==> config.mk <==
export PLATFORM = sky130hd
export DESIGN_NAME = arp_cache_next_hop_resolver
export DESIGN_NICKNAME = d
export VERILOG_FILES = /design/src/design/arpc_pkg.sv /design/src/design/arp_cache_next_hop_resolver.sv /design/src/design/arpc_table_ram.sv /design/src/design/arpc_engine.sv
export SDC_FILE = /design/constraint.sdc
export NUM_CORES = 2
export LEC_CHECK = 0
export BUFFER_PORTS_ARGS = -buffer_cell sky130_fd_sc_hd__buf_2
export CAP_MARGIN = 25
export CORE_UTILIZATION = 55
export DETAILED_ROUTE_END_ITERATION = 6
export PLACE_DENSITY = 0.72
export RECOVER_POWER = 25
export SYNTH_ARGS = -nofsm -noshare
export SYNTH_HDL_FRONTEND = slang
export SYNTH_HIERARCHICAL = 1
export SYNTH_SLANG_ARGS = --single-unit
==> constraint.sdc <==
create_clock -name aclk -period 7.2 [get_ports aclk]
set_input_delay 0 -clock aclk [delete_from_list [all_inputs] [get_ports aclk]]
set_output_delay 0 -clock aclk [all_outputs]
set_load 0.03 [all_outputs]
==> src/design/arpc_pkg.sv <==
// Shared types and constants for the ARP cache next-hop resolver.
// Used by every design file; depends on nothing.

package arpc_pkg;

    // Table geometry. Both widths follow from the entry count.
    localparam int ENTRIES = 16;
    localparam int IDX_W   = (ENTRIES > 1) ? $clog2(ENTRIES) : 1;
    localparam int CNT_W   = $clog2(ENTRIES + 1);

    localparam int IP_W    = 32;
    localparam int MAC_W   = 48;
    localparam int SLOT_W  = 4;

    // Register file on the APB port.
    localparam int NUM_REGS = 3;
    localparam int PADDR_W  = $clog2(NUM_REGS) + 2;
    localparam int RIDX_W   = PADDR_W - 2;

    localparam logic [RIDX_W-1:0] REG_LOCAL_IP    = RIDX_W'(0);
    localparam logic [RIDX_W-1:0] REG_SUBNET_MASK = RIDX_W'(1);
    localparam logic [RIDX_W-1:0] REG_GATEWAY_IP  = RIDX_W'(2);

    // Operation codes on the input channel.
    localparam logic OP_LEARN   = 1'b0;
    localparam logic OP_RESOLVE = 1'b1;

    localparam logic [7:0]       BCAST_OCTET = 8'hFF;
    localparam logic [MAC_W-1:0] BCAST_MAC   = {6{BCAST_OCTET}};

    typedef struct packed {
        logic [IP_W-1:0]  ip;
        logic [MAC_W-1:0] mac;
    } arpc_entry_t;

    typedef struct packed {
        logic              en;
        logic [IDX_W-1:0]  addr;
        arpc_entry_t       data;
    } arpc_wr_t;

    typedef struct packed {
        logic [IP_W-1:0] local_ip;
        logic [IP_W-1:0] subnet_mask;
        logic [IP_W-1:0] gateway_ip;
    } arpc_cfg_t;

    typedef struct packed {
        logic              hit;
        logic [SLOT_W-1:0] slot;
        logic [IP_W-1:0]   next_hop_ip;
        logic [MAC_W-1:0]  dest_mac;
        logic              send_request;
    } arpc_result_t;

endpackage

==> src/design/arp_cache_next_hop_resolver.sv <==
// Top level of the ARP cache next-hop resolver: APB register file, result
// register, lookup sequencer and binding table. Depends on arpc_pkg,
// arpc_table_ram and arpc_engine.
//
// Usage:
//   Input channel (s_*): op 0 learns the binding addr_ip -> hw_addr, op 1
//   resolves addr_ip. A resolve outside the subnet set by local_ip and
//   subnet_mask looks up gateway_ip instead. One result per transaction
//   on the m_* channel.
//   Registers on APB: local_ip at 0x0, subnet_mask at 0x4, gateway_ip at 0x8.
//   Write them only while no transaction is in flight.
// Timing:
//   The filled entries are scanned one per cycle through the single read
//   port of the table RAM, whose read data is registered. A transaction
//   that matches an entry ends the scan there; a miss scans every filled
//   entry, and a transaction on an empty table skips the scan. The next
//   transaction is taken in the cycle after the handoff. One transaction
//   is in work at a time.
// Reset:
//   aresetn clears the registers and the fill count; the table holds no
//   bindings after reset. No clearing pass is needed.
// Backpressure:
//   A finished result waits in the output register while the next
//   transaction is scanned; the engine holds its result if that register
//   is still occupied.

module arp_cache_next_hop_resolver import arpc_pkg::*; (
    input  logic               aclk,
    input  logic               aresetn,
    input  logic               psel,
    input  logic               penable,
    input  logic               pwrite,
    input  logic [PADDR_W-1:0] paddr,
    input  logic [31:0]        pwdata,
    output logic [31:0]        prdata,
    output logic               pready,
    input  logic               s_valid,
    output logic               s_ready,
    input  logic               s_op,
    input  logic [IP_W-1:0]    s_addr_ip,
    input  logic [MAC_W-1:0]   s_hw_addr,
    output logic               m_valid,
    input  logic               m_ready,
    output logic               m_hit,
    output logic [SLOT_W-1:0]  m_slot,
    output logic [IP_W-1:0]    m_next_hop_ip,
    output logic [MAC_W-1:0]   m_dest_mac,
    output logic               m_send_request
);

    arpc_cfg_t    cfg_reg;
    logic         m_valid_reg;
    arpc_result_t m_res_reg;

    logic             res_valid;
    logic             res_ready;
    arpc_result_t     res;
    logic [IDX_W-1:0] rd_addr;
    arpc_entry_t      rd_data;
    arpc_wr_t         wr;
    logic [RIDX_W-1:0] reg_idx;
    logic             reg_wr;

    assign pready  = 1'b1;
    assign reg_idx = paddr[PADDR_W-1:2];
    assign reg_wr  = psel && penable && pwrite && pready;

    always_ff @(posedge aclk) begin
        if (!aresetn) begin
            cfg_reg <= '0;
        end else if (reg_wr) begin
            case (reg_idx)
                REG_LOCAL_IP:    cfg_reg.local_ip    <= pwdata;
                REG_SUBNET_MASK: cfg_reg.subnet_mask <= pwdata;
                REG_GATEWAY_IP:  cfg_reg.gateway_ip  <= pwdata;
                default: begin
                    // drop writes beyond the register file
                end
            endcase
        end
    end

    always_comb begin
        case (reg_idx)
            REG_LOCAL_IP:    prdata = cfg_reg.local_ip;
            REG_SUBNET_MASK: prdata = cfg_reg.subnet_mask;
            REG_GATEWAY_IP:  prdata = cfg_reg.gateway_ip;
            default:         prdata = '0;
        endcase
    end

    arpc_engine u_engine (
        .aclk      (aclk),
        .aresetn   (aresetn),
        .cfg       (cfg_reg),
        .in_valid  (s_valid),
        .in_ready  (s_ready),
        .in_op     (s_op),
        .in_ip     (s_addr_ip),
        .in_mac    (s_hw_addr),
        .res_valid (res_valid),
        .res_ready (res_ready),
        .res       (res),
        .rd_addr   (rd_addr),
        .rd_data   (rd_data),
        .wr        (wr)
    );

    arpc_table_ram u_table (
        .aclk    (aclk),
        .rd_addr (rd_addr),
        .rd_data (rd_data),
        .wr      (wr)
    );

    // Output register: load when empty or being drained this cycle.
    assign res_ready = !m_valid_reg || m_ready;

    always_ff @(posedge aclk) begin
        if (!aresetn) begin
            m_valid_reg <= 1'b0;
        end else if (res_valid && res_ready) begin
            m_valid_reg <= 1'b1;
        end else if (m_ready) begin
            m_valid_reg <= 1'b0;
        end
        if (res_valid && res_ready) begin
            m_res_reg <= res;
        end
    end

    assign m_valid        = m_valid_reg;
    assign m_hit          = m_res_reg.hit;
    assign m_slot         = m_res_reg.slot;
    assign m_next_hop_ip  = m_res_reg.next_hop_ip;
    assign m_dest_mac     = m_res_reg.dest_mac;
    assign m_send_request = m_res_reg.send_request;

    // A new transaction closes the input until its result has been handed on.
    a_single_in_flight: assert property (@(posedge aclk) disable iff (!aresetn)
        (s_valid && s_ready) |=> !s_ready)
        else $error("input accepted while a lookup is in progress");

    // A request for ARP always goes with the broadcast address and no binding.
    a_miss_format: assert property (@(posedge aclk) disable iff (!aresetn)
        (m_valid && m_send_request) |->
            (!m_hit && m_slot == '0 && m_dest_mac == BCAST_MAC))
        else $error("malformed miss result");

    // The output register fills only from a finished lookup.
    a_result_source: assert property (@(posedge aclk) disable iff (!aresetn)
        $rose(m_valid) |-> $past(res_valid))
        else $error("result appeared without a finished lookup");

    // The table is only written as a lookup hands on its result.
    a_write_at_handoff: assert property (@(posedge aclk) disable iff (!aresetn)
        wr.en |-> (res_valid && res_ready))
        else $error("table written outside result handoff");

endmodule

==> src/design/arpc_table_ram.sv <==
// Binding table: one write port, one read port, registered read data.
// Depends on arpc_pkg for the entry type and the table depth.

module arpc_table_ram import arpc_pkg::*; (
    input  logic             aclk,
    input  logic [IDX_W-1:0] rd_addr,
    output arpc_entry_t      rd_data,
    input  arpc_wr_t         wr
);

    arpc_entry_t mem [ENTRIES];
    arpc_entry_t rd_data_reg;

    always_ff @(posedge aclk) begin
        if (wr.en) begin
            mem[wr.addr] <= wr.data;
        end
        rd_data_reg <= mem[rd_addr];
    end

    assign rd_data = rd_data_reg;

endmodule

==> src/design/arpc_engine.sv <==
// Lookup sequencer: picks the next hop, scans the filled entries one per
// cycle through the table RAM, then writes back learned bindings.
// Depends on arpc_pkg.

module arpc_engine import arpc_pkg::*; (
    input  logic             aclk,
    input  logic             aresetn,
    input  arpc_cfg_t        cfg,
    input  logic             in_valid,
    output logic             in_ready,
    input  logic             in_op,
    input  logic [IP_W-1:0]  in_ip,
    input  logic [MAC_W-1:0] in_mac,
    output logic             res_valid,
    input  logic             res_ready,
    output arpc_result_t     res,
    output logic [IDX_W-1:0] rd_addr,
    input  arpc_entry_t      rd_data,
    output arpc_wr_t         wr
);

    typedef enum logic [1:0] {
        ST_IDLE,
        ST_SCAN,
        ST_FINISH
    } state_t;

    state_t           state_reg, state_next;
    logic             op_reg, op_next;
    logic [IP_W-1:0]  key_reg, key_next;
    logic [MAC_W-1:0] mac_reg, mac_next;
    logic [CNT_W-1:0] issue_reg, issue_next;
    logic             cmp_vld_reg, cmp_vld_next;
    logic [IDX_W-1:0] cmp_idx_reg, cmp_idx_next;
    logic             found_reg, found_next;
    logic [IDX_W-1:0] found_idx_reg, found_idx_next;
    logic [CNT_W-1:0] fill_reg, fill_next;

    logic             off_subnet;
    logic [IP_W-1:0]  hop;
    logic             match;
    logic             last_cmp;
    logic             room;
    logic [IDX_W-1:0] new_idx;
    logic [IDX_W-1:0] learn_idx;

    assign off_subnet = (in_ip & cfg.subnet_mask) != (cfg.local_ip & cfg.subnet_mask);
    assign hop        = (in_op == OP_RESOLVE && off_subnet) ? cfg.gateway_ip : in_ip;
    assign match      = cmp_vld_reg && (rd_data.ip == key_reg);
    assign last_cmp   = (CNT_W'(cmp_idx_reg) + CNT_W'(1)) == fill_reg;
    assign room       = fill_reg < CNT_W'(ENTRIES);
    // A full table recycles entry 0.
    assign new_idx    = room ? fill_reg[IDX_W-1:0] : '0;
    assign learn_idx  = found_reg ? found_idx_reg : new_idx;

    assign in_ready   = (state_reg == ST_IDLE);
    assign res_valid  = (state_reg == ST_FINISH);
    assign rd_addr    = issue_reg[IDX_W-1:0];

    always_comb begin
        res.next_hop_ip = key_reg;
        res.hit         = found_reg;
        if (op_reg == OP_LEARN) begin
            res.slot         = SLOT_W'(learn_idx);
            res.dest_mac     = mac_reg;
            res.send_request = 1'b0;
        end else begin
            res.slot         = found_reg ? SLOT_W'(found_idx_reg) : '0;
            res.dest_mac     = found_reg ? mac_reg : BCAST_MAC;
            res.send_request = !found_reg;
        end
    end

    always_comb begin
        wr.en        = (state_reg == ST_FINISH) && res_ready && (op_reg == OP_LEARN);
        wr.addr      = learn_idx;
        wr.data.ip   = key_reg;
        wr.data.mac  = mac_reg;
    end

    always_comb begin
        state_next     = state_reg;
        op_next        = op_reg;
        key_next       = key_reg;
        mac_next       = mac_reg;
        issue_next     = issue_reg;
        cmp_vld_next   = 1'b0;
        cmp_idx_next   = cmp_idx_reg;
        found_next     = found_reg;
        found_idx_next = found_idx_reg;
        fill_next      = fill_reg;
        case (state_reg)
            ST_IDLE: begin
                if (in_valid) begin
                    op_next    = in_op;
                    key_next   = hop;
                    mac_next   = in_mac;
                    issue_next = '0;
                    found_next = 1'b0;
                    state_next = (fill_reg == '0) ? ST_FINISH : ST_SCAN;
                end
            end
            ST_SCAN: begin
                // Issue one read per cycle; compare each read's data when the RAM returns it.
                if (issue_reg < fill_reg) begin
                    issue_next   = issue_reg + CNT_W'(1);
                    cmp_vld_next = 1'b1;
                    cmp_idx_next = issue_reg[IDX_W-1:0];
                end
                if (match) begin
                    found_next     = 1'b1;
                    found_idx_next = cmp_idx_reg;
                    if (op_reg == OP_RESOLVE) begin
                        mac_next = rd_data.mac;
                    end
                    cmp_vld_next = 1'b0;
                    state_next   = ST_FINISH;
                end else if (cmp_vld_reg && last_cmp) begin
                    cmp_vld_next = 1'b0;
                    state_next   = ST_FINISH;
                end
            end
            ST_FINISH: begin
                if (res_ready) begin
                    if (op_reg == OP_LEARN && !found_reg && room) begin
                        fill_next = fill_reg + CNT_W'(1);
                    end
                    state_next = ST_IDLE;
                end
            end
            default: begin
                state_next = ST_IDLE;
            end
        endcase
    end

    always_ff @(posedge aclk) begin
        if (!aresetn) begin
            state_reg   <= ST_IDLE;
            cmp_vld_reg <= 1'b0;
            found_reg   <= 1'b0;
            fill_reg    <= '0;
        end else begin
            state_reg   <= state_next;
            cmp_vld_reg <= cmp_vld_next;
            found_reg   <= found_next;
            fill_reg    <= fill_next;
        end
        op_reg        <= op_next;
        key_reg       <= key_next;
        mac_reg       <= mac_next;
        issue_reg     <= issue_next;
        cmp_idx_reg   <= cmp_idx_next;
        found_idx_reg <= found_idx_next;
    end

endmodule

Yosys cells after proc, flatten, opt, wreduce, memory -nomap -nowiden
Memories as Yosys holds them, arrays and structs flattened. A register that Yosys moved wholly into a read port is not among the register bits.
Index checks and enable logic that the tools add are counted.
Operators by class
  equal/unequal tests: 13
  multipliers: 0
  $add $sub $neg: 3
  shift operators: 0
  reductions and logical operators: 29
  bitwise logic cells: 5
  divide/modulo/power cells: 0
  multiplexer cells: 29
  $lt $le $gt $ge: 2
Operators by type and width (number)
  two-way mux 48 bit: 4
  case mux 32 bit (3 select lines): 1
  case mux 48 bit (2 select lines): 1
  bitwise AND 32 bit: 2
  two-way mux 49 bit: 1
  == test 32 bit: 1
  two-way mux 32 bit: 1
  != test 32 bit: 1
  two-way mux 4 bit: 4
  AND reduction 2 bit: 6
  AND reduction 3 bit: 4
  adder 5 x 1 -> 5 bit (second input constant): 2
  two-way mux 2 bit: 5
  two-way mux 5 bit: 2
  case mux 5 bit (2 select lines): 1
  logical AND 1 bit: 9
  != test 2 x 1 -> 1 bit (second input constant): 4
  two-way mux 1 bit: 7
  case mux 2 bit (3 select lines): 1
  adder 4 x 1 -> 5 bit (second input constant): 1
  == test 5 bit: 1
  logical NOT 5 bit: 1
  < comparator 5 bit: 1
  < comparator 5 bit (second input constant): 1
  other kinds (12): 19
Storage, ports and cells
  bits in read-only memories: 0
  logic and storage cells: 101
  flip-flop bits (word level): 286
  bits in writable memories: 1280
  bits of input ports: 124
  output and inout bits: 121
  latch bits: 0
  memories kept: 1
Memory list
  u_table.mem: depth 16, width 80, read ports 1, clocked after memory_dff 1, wr ports 1, RTL line arpc_table_ram.sv:11  | arpc_entry_t mem [ENTRIES];

Depth between registers and ports, before layout
  depth in word-level cells: 6
  mapped depth: 7
  mapped depth without buffers: 7

Modules after synthesis
Netlist, hierarchy kept.
By module, submodules not included
  arpc_table_ram: cells each 2054, sequential area each 40038.4 um^2, area an instance 49422.4 um^2, times used 1
  arp_cache_next_hop_resolver: cells each 551, sequential area each 4524.3 um^2, area an instance 6837.8 um^2, times used 1
  arpc_engine: cells each 572, sequential area each 3002.9 um^2, area an instance 6168.4 um^2, times used 1

Worst setup path before layout
OpenSTA, ideal clock, no wires.
  path type: reg2reg
  start point: register u_engine.found_reg
  end point: memory u_table/mem[0][0] (netlist name) (enable)
  buffers on the path: 1
  slack: -0.283 ns
  data required time: 6.584 ns
  stages on the path, launching flop included: 6
  setup time: 0.616 ns
  data arrival time: 6.867 ns
  clock period less this slack: 7.483 ns
  path through: dfxtp_1 > clkbuf_1 > nor2_1 > a22o_1 > or3b_2 > nor3_1
RTL lines
  from (decl): RTL line arpc_engine.sv:35  | logic found_reg, found_next;
  from (signal assigned): RTL line arpc_engine.sv:146  | found_reg <= found_next;
  to (decl): RTL line arpc_table_ram.sv:11

Worst setup path in the final report
  start point: register u_engine.key_reg[26]
  end point: register u_engine.mac_reg[31] (enable)
On the way
  longest elaborated chain between the ends: 4
RTL lines
  from (decl): RTL line arpc_engine.sv:30  | logic [IP_W-1:0] key_reg, key_next;
  from (signal assigned): RTL line arpc_engine.sv:150  | key_reg <= key_next;
  == test 32 bit: RTL line arpc_engine.sv:49  | assign match = cmp_vld_reg && (rd_data.ip == key_reg);
  logical AND 1 bit: RTL line arpc_engine.sv:49
  != test 2 x 1 -> 1 bit (no line)
  AND reduction 4 bit (no line)
  to (signal assigned): RTL line arpc_engine.sv:151  | mac_reg <= mac_next;
  to (decl): RTL line arpc_engine.sv:31  | logic [MAC_W-1:0] mac_reg, mac_next;
No other way between the ends.
A chain may end at the register's enable or synchronous reset.

==> impl_summary.md <==
Drt
The first detailed-routing pass ran for 5 iterations. In the final routed layout, each cell accounts on average for 27.2 µm. The count of nets left with antenna violations once routing finished came out at 0. The average vias per placed instance is approximately 6.1. The post-detailed-routing wire length is 141 mm. In the routed design, unresolved DRC markers number 0.

In this run, the number of DRC markers left after iteration 0 of detailed routing was 3,149. Summing over every cut layer, the via total after detailed routing is 31,644.

Synth
After synthesis the cells add up to 62,400 µm². Synthesis handed over a netlist of 3,177 instances. Yosys attributes the largest share of cell area to edfxtp_1 (70%), mux4_2 (12%), dfxtp_1 (6.0%). The synthesized area per cell is 19.7 µm². Yosys printed 6 warnings. The library cell occupying the most area in the post-synthesis netlist is edfxtp_1.

The share of synthesized area in the top cell type comes to 70.2%. The number of nets in the synthesized netlist is roughly 3,300. The main flop type after synthesis is edfxtp_1. The number of different library cells in the post-synthesis netlist is 46. The synthesized design contains roughly 1,600 register bits.

The number of flops mapped to enable cells by yosys is approximately 1,500. The post-synthesis sequential area ratio is 76.2%. In the synthesized netlist the async set-or-reset flop fraction comes to 0%.

Pwr
The maximum resistive drop on vdd is around 0.17 mV. The leakage power is 23.9 nW. The ratio of total power to cell area is between 200 and 300 nW/µm².

Global route
The number of antenna violations at the first check in global routing was 1. Entering global routing, the biggest net connects around 160 pins. The number of global-route vias before repair is approximately 33,000. The global-route wire length before repair is 210 mm. Global routing used roughly 25% of the available tracks. The residual overflow from global routing is 0.

Final layout
The layout-stage area growth over the synthesis result is 14.5%. Cells with a size suffix above 1 make up 24.9% of the layout. The flip-flop count of the largest register after layout is 1,280. The library cells used most frequently in the layout, excluding fill and tap cells, are edfxtp_1 (1,460), nand2_1 (390), mux4_2 (320), buf_2 (239), dfxtp_1 (186).

Leaving out fill and tap cells, the most frequent cell in the layout is edfxtp_1. In the final design database the tool counted between 3,000 and 4,000 nets. The final instance area is 71,500 µm². The number of antenna cells inserted is 0.

Timing
The number of endpoints failing setup at the final stage is 0. Counting I/O delays and the setup requirement, the final critical path takes 4380 ps. Setup repair after global routing left no endpoint under its margin. The final number of max-transition violations is 0.

For the final database, setup skew stands at 63.2 ps. The final hold violation count is 0. The worst slew slack as a fraction of its limit is 28.5%. The slew at the pin closest to its max-slew limit is about 1100 ps. The final worst setup slack is around 2800 ps.

In the final timing run, aggregate negative setup slack is 0 ps. For this run, the top clock speed supported by timing is 0.228 GHz. After layout, the worst path uses 60.8% of the clock period.

Min path
The tightest min-delay check is of the in2reg type. In this run the most critical hold path is launched from s_hw_addr[5]. The worst hold endpoint is u_engine/mac_reg[5]$_DFFE_PP_. The number of instances on the worst hold path is 4.

Floorplanning
roughly 250 I/O pins were placed. The die span in y is ~340 µm. The floorplan row count is 123. For this configuration, the core starts out at a cell density of 55.5%. The floorplan step defined a die boundary enclosing 115,000 µm². The floorplan core area is roughly 110,000 µm². The horizontal die dimension is 339 µm.

Clocking
The CTS sink count is 1,646. The maximum clock path buffer count is 3. The cell sitting at the root of the clock tree is a clkbuf_16. The insertion delay to the later sink of the worst-skew pair is 780 ps. The number of buffers created by CTS is 160. TritonCTS built the clock tree. The clock slew at the register clock pins of the worst setup and hold paths is 60 ps. The level count of the clock H-tree is 4.

Critical path
The reg-to-reg critical path startpoint is u_engine/key_reg[26]$_DFFE_PP_. Across all register-to-register paths, the minimum setup slack is 2820 ps. The endpoint kind of the worst setup timing path is a flip-flop. The worst register-to-register path ends at u_engine/mac_reg[31]$_DFFE_PP_. For the worst flop-to-flop path, the logic depth is 7. At the worst endpoint, the required time is about 7600 ps. The critical path class is reg2reg.

The top fanout value on the critical path is 29. STA puts the critical path data arrival time at 4760 ps. The worst setup path is launched from a flip-flop.

Outcome
The run finished with clean final reports.

Placement
The detailed placer's ending HPWL is between 70 and 80 mm. The global placement routability congestion is 0.854. Port buffering added about 240 buffers.

The post-placement cell area is 65,100 µm². The minimum setup slack after placement is 2960 ps.

Run
The number of max-cap violations is 0.
-- per-stage QoR --
stage,util [%],power (mW),hold WS (ps),std cells
after detailed placement,57.9,12.4,271,4777
final,63.5,20.3,49.3,5199
after global placement,57.8,12.3,272,4775
after global routing,63.5,20.9,31.6,5199
after CTS,63.5,20.4,4.61,5196
after floorplan,-,12.0,98.9,3177
-- cells by family after synthesis --
group,share of synthesized area [%]
xor+xnor,1.06
fa+ha+maj,0.160
other cells,0.00601
compound gates,2.73
flops,76.2
simple gates,3.56
mux,14.4
buf+inv,1.91
-- Yosys cell counts (9+ instances only) --
cell      instances
a22o_1           12
a22oi_1         168
buf_1            25
buf_2            32
buf_4            49
buf_6            16
clkbuf_1         79
dfxtp_1         186
edfxtp_1       1460
inv_1             9
mux2_4           30
mux2i_1         129
mux4_2          320
nand2_1         390
nand2b_1         54
nand4_1          13
nor2_1           28
o21ai_0          34
xnor2_1          35
xor2_1           38
-- layout make-up --
| cell class | count | area [µm²] |
|---|---|---|
| Sequential cell | 1646 | 47600 |
| Fill cell | 7456 | 41000 |
| Multi-Input combinational cell | 1318 | 13800 |
| Clock buffer | 214 | 4320 |
| Timing Repair Buffer | 427 | 3060 |
| Tap cell | 1500 | 1880 |
| Clock inverter | 85 | 792 |
| Inverter | 9 | 33.8 |
-- layer usage --
layer,part of all wire (%),vias up,GRT usage (%)
li1,-,13388,-
met1,38,16552,32.0
met2,52,1491,42.8
met4,2.5,0,7.67
met3,7.7,213,4.59
met5,0,-,0
-- worst max-delay path, stage by stage (launching register included) --
cell and delay [ps]:
edfxtp_1 650, xnor2_1 540, nand4_1 320, nor4_1 500, nand3_1 340, nor2_1 470, a21o_2 520, buf_4 580
-- how the worst max path moves through the flow --
| stage | start | endpoint | slack (ps) | depth (start not counted) |
|---|---|---|---|---|
| 3_3_place_gp | u_engine/key_reg[26]$_DFFE_PP_ | u_engine/mac_reg[3]$_DFFE_PP_ | 3030 | 7 |
| 3_5_place_dp | u_engine/key_reg[26]$_DFFE_PP_ | u_engine/mac_reg[2]$_DFFE_PP_ | 2960 | 7 |
| 4_1_cts | u_engine/key_reg[26]$_DFFE_PP_ | u_engine/mac_reg[35]$_DFFE_PP_ | 2880 | 7 |
| 5_1_grt | u_engine/key_reg[26]$_DFFE_PP_ | u_engine/mac_reg[31]$_DFFE_PP_ | 2780 | 7 |
| 2_1_floorplan | u_engine/found_reg$_SDFFE_PN0P_ | u_table/mem[4][0]$_DFFE_PP_ | 7 | 5 |
| 6_report | u_engine/key_reg[26]$_DFFE_PP_ | u_engine/mac_reg[31]$_DFFE_PP_ | 2820 | 7 |
-- power breakdown --
group / switching (mW) / internal (mW)
Sequential: 0.257 / 10.7
Combinational: 0.714 / 0.550
Clock: 3.52 / 4.55
-- what timing repair did --
| item | in CTS | in global routing |
|---|---|---|
| setup buffers | 0 | 0 |
| resized for setup | 0 | 0 |
| endpoints found under the hold margin | 192 | 0 |
| hold buffers | 120 | 0 |
No activity file was read; power rests on OpenSTA's default activity.
